**config.mk**
```make
export PLATFORM = sky130hd
export DESIGN_NAME = smtp_body_crlf_dot_stuffer
export DESIGN_NICKNAME = d
export VERILOG_FILES = /design/src/rtl/sbcds_pkg.sv /design/src/rtl/sbcds_queue.sv /design/src/rtl/sbcds_front.sv /design/src/rtl/sbcds_back.sv /design/src/rtl/smtp_body_crlf_dot_stuffer.sv
export VERILOG_INCLUDE_DIRS = /design/src /design/src/rtl
export SDC_FILE = /design/constraint.sdc
export NUM_CORES = 1
export LEC_CHECK = 0
export ABC_CLOCK_PERIOD_IN_PS = 2900
export CAP_MARGIN = 20
export CORE_MARGIN = 2
export CORE_UTILIZATION = 56
export CTS_CLUSTER_SIZE = 8
export DETAILED_ROUTE_END_ITERATION = 7
export DONT_BUFFER_PORTS = 1
export PLACE_DENSITY = 0.74
export REMOVE_ABC_BUFFERS = 1
export SLEW_MARGIN = 20
export SYNTH_ARGS = -nofsm -noshare
export SYNTH_HDL_FRONTEND = slang
export SYNTH_SLANG_ARGS = --single-unit
```
**constraint.sdc**
```tcl
create_clock -name aclk -period 2.9 [get_ports aclk]
set_input_delay 0.435 -clock aclk [delete_from_list [all_inputs] [get_ports aclk]]
set_output_delay 0.435 -clock aclk [all_outputs]
set_load 0.05 [all_outputs]
```
**src/rtl/smtp_body_crlf_dot_stuffer_defines.svh**
```systemverilog
// Assertion macros used by the top-level RTL.
`ifndef SMTP_BODY_CRLF_DOT_STUFFER_DEFINES_SVH
`define SMTP_BODY_CRLF_DOT_STUFFER_DEFINES_SVH

// Same-cycle implication, checked out of reset.
`define SBCDS_ASSERT_IMPLIES(label, clk, rstn, ante, cons, msg) \
    label: assert property (@(posedge clk) disable iff (!(rstn)) (ante) |-> (cons)) \
        else $error(msg);

// Next-cycle implication, checked out of reset.
`define SBCDS_ASSERT_NEXT(label, clk, rstn, ante, cons, msg) \
    label: assert property (@(posedge clk) disable iff (!(rstn)) (ante) |=> (cons)) \
        else $error(msg);

`endif

```
**src/rtl/sbcds_pkg.sv**
```systemverilog
`timescale 1ns / 1ps

package sbcds_pkg;

    localparam logic [7:0] CH_DOT = 8'h2E;
    localparam logic [7:0] CH_CR  = 8'h0D;
    localparam logic [7:0] CH_LF  = 8'h0A;

    // Output byte slots of one word, emitted lowest first.
    localparam int NUM_SLOTS = 7;
    localparam logic [2:0] SLOT_PRE_DOT  = 3'd0;
    localparam logic [2:0] SLOT_BODY     = 3'd1;
    localparam logic [2:0] SLOT_CR       = 3'd2;
    localparam logic [2:0] SLOT_LF       = 3'd3;
    localparam logic [2:0] SLOT_TERM_DOT = 3'd4;
    localparam logic [2:0] SLOT_TERM_CR  = 3'd5;
    localparam logic [2:0] SLOT_TERM_LF  = 3'd6;

    typedef logic [NUM_SLOTS-1:0] slot_mask_t;

    // Classified word handed from the front to the back.
    typedef struct packed {
        logic [7:0] data;
        slot_mask_t slots;
    } cmd_t;

    typedef struct packed {
        logic full;
        logic empty;
    } queue_status_t;

    function automatic logic [7:0] slot_byte(input logic [2:0] slot, input logic [7:0] data);
        logic [7:0] b;
        unique case (slot) inside
            SLOT_PRE_DOT, SLOT_TERM_DOT: b = CH_DOT;
            SLOT_CR, SLOT_TERM_CR:       b = CH_CR;
            SLOT_LF, SLOT_TERM_LF:       b = CH_LF;
            SLOT_BODY:                   b = data;
            default:                     b = data;
        endcase
        return b;
    endfunction

endpackage

```
**src/rtl/sbcds_queue.sv**
```systemverilog
`timescale 1ns / 1ps

module sbcds_queue #(
    parameter int DEPTH = 4
) (
    input  logic                    aclk,
    input  logic                    aresetn,
    input  logic                    push,
    input  sbcds_pkg::cmd_t         push_cmd,
    input  logic                    pop,
    output sbcds_pkg::cmd_t         head_cmd,
    output sbcds_pkg::queue_status_t status
);
    import sbcds_pkg::*;

    localparam int PTR_W = $clog2(DEPTH);
    localparam int CNT_W = $clog2(DEPTH + 1);

    cmd_t             mem_reg [DEPTH];
    logic [PTR_W-1:0] wr_ptr_reg, wr_ptr_next;
    logic [PTR_W-1:0] rd_ptr_reg, rd_ptr_next;
    logic [CNT_W-1:0] count_reg, count_next;

    always_comb begin
        wr_ptr_next = wr_ptr_reg;
        rd_ptr_next = rd_ptr_reg;
        count_next  = count_reg;
        if (push) begin
            wr_ptr_next = (wr_ptr_reg == PTR_W'(DEPTH - 1)) ? '0 : wr_ptr_reg + PTR_W'(1);
        end
        if (pop) begin
            rd_ptr_next = (rd_ptr_reg == PTR_W'(DEPTH - 1)) ? '0 : rd_ptr_reg + PTR_W'(1);
        end
        if (push && !pop) begin
            count_next = count_reg + CNT_W'(1);
        end else if (pop && !push) begin
            count_next = count_reg - CNT_W'(1);
        end
    end

    always_ff @(posedge aclk) begin
        if (!aresetn) begin
            wr_ptr_reg <= '0;
            rd_ptr_reg <= '0;
            count_reg  <= '0;
        end else begin
            wr_ptr_reg <= wr_ptr_next;
            rd_ptr_reg <= rd_ptr_next;
            count_reg  <= count_next;
        end
    end

    always_ff @(posedge aclk) begin
        if (push) begin
            mem_reg[wr_ptr_reg] <= push_cmd;
        end
    end

    assign head_cmd     = mem_reg[rd_ptr_reg];
    assign status.full  = (count_reg == CNT_W'(DEPTH));
    assign status.empty = (count_reg == '0);

endmodule

```
**src/rtl/sbcds_front.sv**
```systemverilog
`timescale 1ns / 1ps

module sbcds_front (
    input  logic                     aclk,
    input  logic                     aresetn,
    input  logic                     s_axis_tvalid,
    output logic                     s_axis_tready,
    input  logic [7:0]               s_axis_tdata,
    input  logic [0:0]               s_axis_tuser,
    input  logic                     s_axis_tlast,
    input  sbcds_pkg::queue_status_t q_status,
    output logic                     push,
    output sbcds_pkg::cmd_t          push_cmd
);
    import sbcds_pkg::*;

    logic       after_cr_reg, after_cr_next;
    logic       line_start_reg, line_start_next;
    logic       ends_crlf_reg, ends_crlf_next;
    logic       accept;
    logic       is_cr, is_lf;
    slot_mask_t slots;

    assign is_cr = (s_axis_tdata == CH_CR);
    assign is_lf = (s_axis_tdata == CH_LF);

    always_comb begin
        after_cr_next   = after_cr_reg;
        line_start_next = line_start_reg;
        ends_crlf_next  = ends_crlf_reg;
        slots           = '0;
        if (s_axis_tuser[0]) begin
            if (is_lf && after_cr_reg) begin
                // drop LF of a CR LF pair
                after_cr_next = 1'b0;
            end else if (is_cr || is_lf) begin
                slots[SLOT_CR]  = 1'b1;
                slots[SLOT_LF]  = 1'b1;
                after_cr_next   = is_cr;
                line_start_next = 1'b1;
                ends_crlf_next  = 1'b1;
            end else begin
                slots[SLOT_BODY]    = 1'b1;
                slots[SLOT_PRE_DOT] = line_start_reg && (s_axis_tdata == CH_DOT);
                after_cr_next       = 1'b0;
                line_start_next     = 1'b0;
                ends_crlf_next      = 1'b0;
            end
        end
        if (s_axis_tlast) begin
            if (!ends_crlf_next) begin
                slots[SLOT_CR] = 1'b1;
                slots[SLOT_LF] = 1'b1;
            end
            slots[SLOT_TERM_DOT] = 1'b1;
            slots[SLOT_TERM_CR]  = 1'b1;
            slots[SLOT_TERM_LF]  = 1'b1;
            after_cr_next        = 1'b0;
            line_start_next      = 1'b1;
            ends_crlf_next       = 1'b0;
        end
    end

    assign s_axis_tready  = !q_status.full;
    assign accept         = s_axis_tvalid && s_axis_tready;
    assign push           = accept && (slots != '0);
    assign push_cmd.data  = s_axis_tdata;
    assign push_cmd.slots = slots;

    always_ff @(posedge aclk) begin
        if (!aresetn) begin
            after_cr_reg   <= 1'b0;
            line_start_reg <= 1'b1;
            ends_crlf_reg  <= 1'b0;
        end else if (accept) begin
            after_cr_reg   <= after_cr_next;
            line_start_reg <= line_start_next;
            ends_crlf_reg  <= ends_crlf_next;
        end
    end

endmodule

```
**src/rtl/sbcds_back.sv**
```systemverilog
`timescale 1ns / 1ps

module sbcds_back (
    input  logic                     aclk,
    input  logic                     aresetn,
    input  sbcds_pkg::cmd_t          head_cmd,
    input  sbcds_pkg::queue_status_t q_status,
    output logic                     pop,
    output logic                     m_axis_tvalid,
    input  logic                     m_axis_tready,
    output logic [7:0]               m_axis_tdata,
    output logic                     m_axis_tlast
);
    import sbcds_pkg::*;

    slot_mask_t done_reg;
    slot_mask_t cur, low, rest;
    logic       valid_reg;
    logic [7:0] data_reg, data_next;
    logic       last_reg;
    logic       load;

    // pick the lowest slot still pending in the head word
    assign cur  = head_cmd.slots & ~done_reg;
    assign low  = cur & (~cur + slot_mask_t'(1));
    assign rest = cur & ~low;

    always_comb begin
        data_next = head_cmd.data;
        for (int i = 0; i < NUM_SLOTS; i++) begin
            if (low[i]) begin
                data_next = slot_byte(3'(i), head_cmd.data);
            end
        end
    end

    assign load = !q_status.empty && (!valid_reg || m_axis_tready);
    assign pop  = load && (rest == '0);

    always_ff @(posedge aclk) begin
        if (!aresetn) begin
            valid_reg <= 1'b0;
            done_reg  <= '0;
        end else if (load) begin
            valid_reg <= 1'b1;
            done_reg  <= (rest == '0) ? '0 : (done_reg | low);
        end else if (m_axis_tready) begin
            valid_reg <= 1'b0;
        end
    end

    always_ff @(posedge aclk) begin
        if (load) begin
            data_reg <= data_next;
            last_reg <= (rest == '0);
        end
    end

    assign m_axis_tvalid = valid_reg;
    assign m_axis_tdata  = data_reg;
    assign m_axis_tlast  = last_reg;

endmodule

```
**src/rtl/smtp_body_crlf_dot_stuffer.sv**
```systemverilog
`timescale 1ns / 1ps

// SMTP DATA payload builder: takes one body byte per input word (tuser[0] marks a
// real byte, tlast ends the body) and emits the payload with line breaks normalized
// to CR LF, dots at line start doubled and the CR LF . CR LF terminator appended;
// tlast on the output marks the final byte caused by each input word. Input words
// are taken one per cycle while the command queue (QUEUE_DEPTH entries) has room;
// the output sequencer sends one byte per cycle while the receiver is ready, so a word
// that expands to several bytes (at most 7) holds the output side until all are sent,
// and the queue absorbs the difference. A word is queued, then registered for output.
module smtp_body_crlf_dot_stuffer #(
    parameter int QUEUE_DEPTH = 4
) (
    input  logic       aclk,
    input  logic       aresetn,
    input  logic       s_axis_tvalid,
    output logic       s_axis_tready,
    input  logic [7:0] s_axis_tdata,   // [7:0] data_byte
    input  logic [0:0] s_axis_tuser,   // [0] byte_valid
    input  logic       s_axis_tlast,   // end_of_body
    output logic       m_axis_tvalid,
    input  logic       m_axis_tready,
    output logic [7:0] m_axis_tdata,   // [7:0] out_byte
    output logic       m_axis_tlast    // last_of_run
);
    import sbcds_pkg::*;

    logic          push, pop;
    cmd_t          push_cmd, head_cmd;
    queue_status_t q_status;

    sbcds_front u_front (
        .aclk          (aclk),
        .aresetn       (aresetn),
        .s_axis_tvalid (s_axis_tvalid),
        .s_axis_tready (s_axis_tready),
        .s_axis_tdata  (s_axis_tdata),
        .s_axis_tuser  (s_axis_tuser),
        .s_axis_tlast  (s_axis_tlast),
        .q_status      (q_status),
        .push          (push),
        .push_cmd      (push_cmd)
    );

    sbcds_queue #(
        .DEPTH (QUEUE_DEPTH)
    ) u_queue (
        .aclk     (aclk),
        .aresetn  (aresetn),
        .push     (push),
        .push_cmd (push_cmd),
        .pop      (pop),
        .head_cmd (head_cmd),
        .status   (q_status)
    );

    sbcds_back u_back (
        .aclk          (aclk),
        .aresetn       (aresetn),
        .head_cmd      (head_cmd),
        .q_status      (q_status),
        .pop           (pop),
        .m_axis_tvalid (m_axis_tvalid),
        .m_axis_tready (m_axis_tready),
        .m_axis_tdata  (m_axis_tdata),
        .m_axis_tlast  (m_axis_tlast)
    );

`include "smtp_body_crlf_dot_stuffer_defines.svh"

    `SBCDS_ASSERT_IMPLIES(a_push_not_empty, aclk, aresetn, push, push_cmd.slots != '0, "empty word queued")
    `SBCDS_ASSERT_IMPLIES(a_pre_dot_body, aclk, aresetn, push && push_cmd.slots[SLOT_PRE_DOT], push_cmd.slots[SLOT_BODY] && (push_cmd.data == CH_DOT), "stuffed dot without body dot")
    `SBCDS_ASSERT_IMPLIES(a_term_whole, aclk, aresetn, push, (push_cmd.slots[SLOT_TERM_DOT] == push_cmd.slots[SLOT_TERM_CR]) && (push_cmd.slots[SLOT_TERM_CR] == push_cmd.slots[SLOT_TERM_LF]), "partial terminator")
    `SBCDS_ASSERT_NEXT(a_pop_marks_last, aclk, aresetn, pop, m_axis_tvalid && m_axis_tlast, "word retired without tlast")

endmodule

```
---- Yosys cells after proc, flatten, opt, wreduce, memory -nomap -nowiden ----
Memories as Yosys holds them, arrays and structs flattened. A register that Yosys moved wholly into a read port is not among the register bits.
Cells that the tools add are included.
word-level totals
  register bits after elaboration ......... 27
  bits in writable memories ............... 60
  input port bits ......................... 14
  output and inout bits ................... 11
  word-level logic and storage cells ...... 91
  memories ................................ 1
memory list
  name             depth  bits a word  read ports  clocked after memory_dff  wr ports  line               RTL
  u_queue.mem_reg  4      15           1           1                         1         sbcds_queue.sv:19  cmd_t mem_reg [DEPTH];
cells by class
  add/subtract/negate cells ............... 5
  eq/ne operators ......................... 7
  multiplexer cells ....................... 34
  bitwise gates (word level) .............. 7
  reductions and logical operators ........ 25
operator list
  operator                                                               number
  7-bit bitwise AND                                                      3
  7-bit inverter                                                         3
  6-bit 2-to-1 mux                                                       3
  8-bit by 4-bit equality test with 1-bit output, second input constant  2
  8-bit 2-to-1 mux                                                       2
  1-bit 2-to-1 mux                                                       15
  2-bit 2-to-1 mux                                                       7
  3-bit 2-to-1 mux                                                       3
  8-bit by 6-bit equality test with 1-bit output, second input constant  1
  1-bit logical AND                                                      8
  4-bit 2-to-1 mux                                                       2
  7-bit by 1-bit adder with 7-bit output, second input constant          1
  7-bit zero test                                                        1
  7-bit 2-to-1 mux                                                       1
  7-bit OR                                                               1
  7-bit nonzero test                                                     1
  2-bit nonzero test                                                     3
  1-bit zero test                                                        5
  5-bit 2-to-1 mux                                                       1
  5-bit OR reduction                                                     1
  2-bit by 1-bit adder with 2-bit output, second input constant          2
  2-bit equality test, second input constant                             2
  3-bit by 1-bit adder with 3-bit output, second input constant          1
  3-bit equality test, second input constant                             1
  other kinds (7)                                                        8

---- Logic depth before layout (Yosys ltp) ----
  word-level depth ........................ 13
  depth in mapped cells ................... 13
  depth with buffers taken out ............ 11

---- By module ----
From an unflattened synthesis, not the netlist that was laid out.
unflattened totals
  cell total of the unflattened synthesis .. 261
  area, all modules ....................... 3923.8 sq um
modules (own cells, without submodules)
  module       instances  cells an instance  area an instance (sq um)  seq. area each (sq um)
  sbcds_queue  1          122                2652.5                    1981.9
  sbcds_back   1          90                 910.9                     430.4
  sbcds_front  1          49                 360.3                     60.1

---- Least setup slack after synthesis ----
Ideal clock, no wire load.
  path kind ............................... reg-to-reg
  from .................................... reg (tool-made name)
  to ...................................... reg u_queue.count_reg[2]
  setup time .............................. 72 ps
  arrival time ............................ 2706 ps
  data required time ...................... 2828 ps
  setup slack ............................. 122 ps
  cell stages (with the launch flop) ...... 14
  buffers on the path ..................... 2
  clock period less this slack ............ 2778 ps
  cell sequence ........................... dfxtp_1 > buf_6 > buf_2 > nor2b_1 > a22oi_2 > o211ai_1 > nand3_1 > a31oi_2 > ha_1 > inv_1 > fa_1 > xor2_1 > or3_1 > a21oi_1
RTL lines
  element               line               RTL
  to (signal assigned)  sbcds_queue.sv:49  count_reg <= count_next;
  to (decl)             sbcds_queue.sv:22  logic [CNT_W-1:0] count_reg, count_next;

==> flow_summary.yaml <==
outcome:
  status: "finished clean"
sta:
  fin_crit_sh_pct: 92.6
  finalSetupTns_ns: 0
  fmax_ghz: 0.372
  fin_ws_ns: 0.215
  skew_ns: 0.00752
  tightestPinTransition_ns: 0.645
  hold_viol: 0
  relSlewSlack_pct: 57.0
  slew_violations: 0
  post-route-min-period_ns: 2.68
  setup_viol: 0
detailed_routing:
  wirelength_um: 5690
  vias: 1895
  top_layer: "met4"
  ant_nets: 0
  dr_wl_met2_um: 2780
  drtPass1Iterations: 4
  drc: 0
  vias_per_cell: 5.69
  met3WireLength_um: 306
  drt_iter0_drc: 111
  wl_per_cell_um: 17.1
  wl_met1_um: 2560
placed_design:
  io_buffers: 0
  hpwl_um: 3960
  routabilityCongestion: 0.777
  dp_worst_setup_slack_ns: 0.0306
  dp_cells: 315
setup_path:
  endpoint_kind: "flip-flop"
  crit_required_ns: 3.17
  crit_type: "reg -> reg"
  crit_path_max_fanout: 7
  worst_setup_path_start_kind: "flip-flop"
  crit_arrival_ns: 2.96
  worstRegToRegCells: 11
  r2r_end: "u_queue.count_reg[2]"
  ff2ff_setup_slack_ns: 0.22
power_and_ir_drop:
  leakagePower_uw: 0.00130
  power_density_nw_per_um2: 992
  vdd_ir_drop_max_mv: 0.439
clocking:
  clock-sinks: 77
  cts_inserted_buffers: 9
  cts.root.buffer_cell: "clkbuf_8"
  clock_latency_ns: 0.34
  clk_path_buf_depth: 2
  htree_levels: 3
  postCtsHoldBufs: 0
  cts_tree: "done"
  clkTransAtPathRegs_ns: 0.08
layout:
  multi_input_area_um2: 1160
  fin_nets: 274
  largest_reg_flops: 48
  seq_area_um2: 2120
  drive_above_1_share_pct: 22.9
  diodes: 0
  finalNonFillerCells: 333
  n_fill_cell: 448
  area_growth_pct: 12.5
logic_synthesis:
  ys_async_sr_fraction_pct: 0
  synthCells: 232
  yosys-top-cells-area: "edfxtp_1 52%, dfxtp_1 12%, mux4_2 8.2%"
  yosysUniqueCellTypes: 48
  synth_edf_count: 57
  avgSynthCellArea_um2: 14.3
  yosysTopAreaCellShare_pct: 51.7
  ys_seq_area_share_pct: 63.7
  yosysWarnings: 0
  synth_seq_cells: 77
  syn_area_um2: 3310
  synth_area_leader_cell: "edfxtp_1"
  ys.flop_type: "edfxtp_1"
global_route:
  antenna_found_initial: 0
  grtUsageTotal_pct: 19.7
  grt_pass1_wl_um: 9220
  grt_max_degree: 15
  grt.overflow.total: 0
  grt_pass1_vias: 1823
worst_hold_path:
  holdPathEnd: "u_front.line_start_reg"
  worstHoldStart: "aresetn"
  hp-class: "in -> reg"
  holdPathStages: 1
die:
  num_rows: 28
  start_util_pct: 57.0
  die_area_um2: 6550
  num_io_pins: 25
  die_h_um: 80.9
  coreArea_um2: 5820
  die_w_um: 80.9
run:
  cap_violations: 0
per-layer routing:
layer  GRT usage, %  vias to the layer above
met5              0                        -
met4           8.98                        0
met3           6.33                        4
met2           30.6                       48
met1           25.3                      917
li1               -                      926
cells by family after synthesis:
family          count (synthesis)  share of synthesized area, %
compound gates                 39                          7.74
xor+xnor                        2                         0.529
fa+ha+maj                       8                          3.21
buf+inv                        11                          1.55
flops                          77                          63.7
mux                            19                          10.3
simple gates                   76                          12.9
worst max-delay path: stages (launching register included):
cell and delay [ns]:
dfxtp_4 0.39, mux4_2 0.53, nor2b_2 0.18, maj3_2 0.34, nor3_4 0.15, a31oi_2 0.07, ha_2 0.20, inv_1 0.07
fa_1 0.17, xor2_1 0.08, or3_1 0.31, a21oi_1 0.13
cells in the final DEF, fill, tap and decap left out, types with 7 or more instances in the layout:
master	Yosys	layout
dfxtp_1	20	18
buf_4	0	15
mux4_2	12	12
o21ai_0	7	7
clkbuf_8	0	9
nand2b_1	8	8
nor2_1	17	17
edfxtp_1	57	57
nand2_1	14	14
nor2b_1	8	7
a21oi_1	12	12
per-stage QoR:
| step | area [um^2] | power [uW] | utilization (%) | hold slack (ns) |
|---|---|---|---|---|
| 2_1_floorplan | 3280 | 2510 | - | 0.432 |
| 3_3_place_gp | 3480 | 2780 | 59.8 | 0.451 |
| 3_5_place_dp | 3480 | 2810 | 59.8 | 0.452 |
| 4_1_cts | 3700 | 3690 | 63.6 | 0.154 |
| 5_1_grt | 3730 | 3900 | 64.1 | 0.155 |
| 6_report | 3730 | 3700 | 64.1 | 0.173 |
synthesized netlist by cell type (all sizes together) (3+ instances only):
master,n
nor2b,10
nor2,18
mux4,12
nand2b,8
and2,6
a21oi,12
or3,3
nor3,5
nand3,5
inv,5
mux2i,5
a31oi,5
buf,4
edfxtp,57
nand2,14
a21o,4
o21ai,7
ha,6
dfxtp,20
where the power goes:
part | switching [uW] | internal [uW]
Sequential | 329 | 1420
Clock | 394 | 488
Combinational | 583 | 483
worst max path at each step:
stage | slack, ns | start | cells after the start | endpoint
2_1_floorplan | -0.22 | flip-flop | 11 | u_queue.count_reg[2]
3_3_place_gp | 0.09 | flip-flop | 11 | u_queue.count_reg[2]
3_5_place_dp | 0.03 | flip-flop | 11 | u_queue.count_reg[2]
4_1_cts | 0.08 | flip-flop | 11 | u_queue.count_reg[2]
5_1_grt | -0.005 | flip-flop | 11 | u_queue.count_reg[2]
6_report | 0.22 | flip-flop | 11 | u_queue.count_reg[2]
timing repair:
item,CTS,global route
buffers inserted,0,2
gates resized for setup,1,5
pin swaps,0,1
endpoints found under the setup margin,1,2
cell type report:
type | instances | share of cell area, %
multi-input cells | 144 | 31.1
repair buffers | 15 | 3.02
clock buffers | 9 | 3.32
clock inverters | 7 | 2.62
inverters | 6 | 0.604
flip-flops and latches | 77 | 56.8
well taps | 75 | 2.52
(Power assumes the default switching activity.)
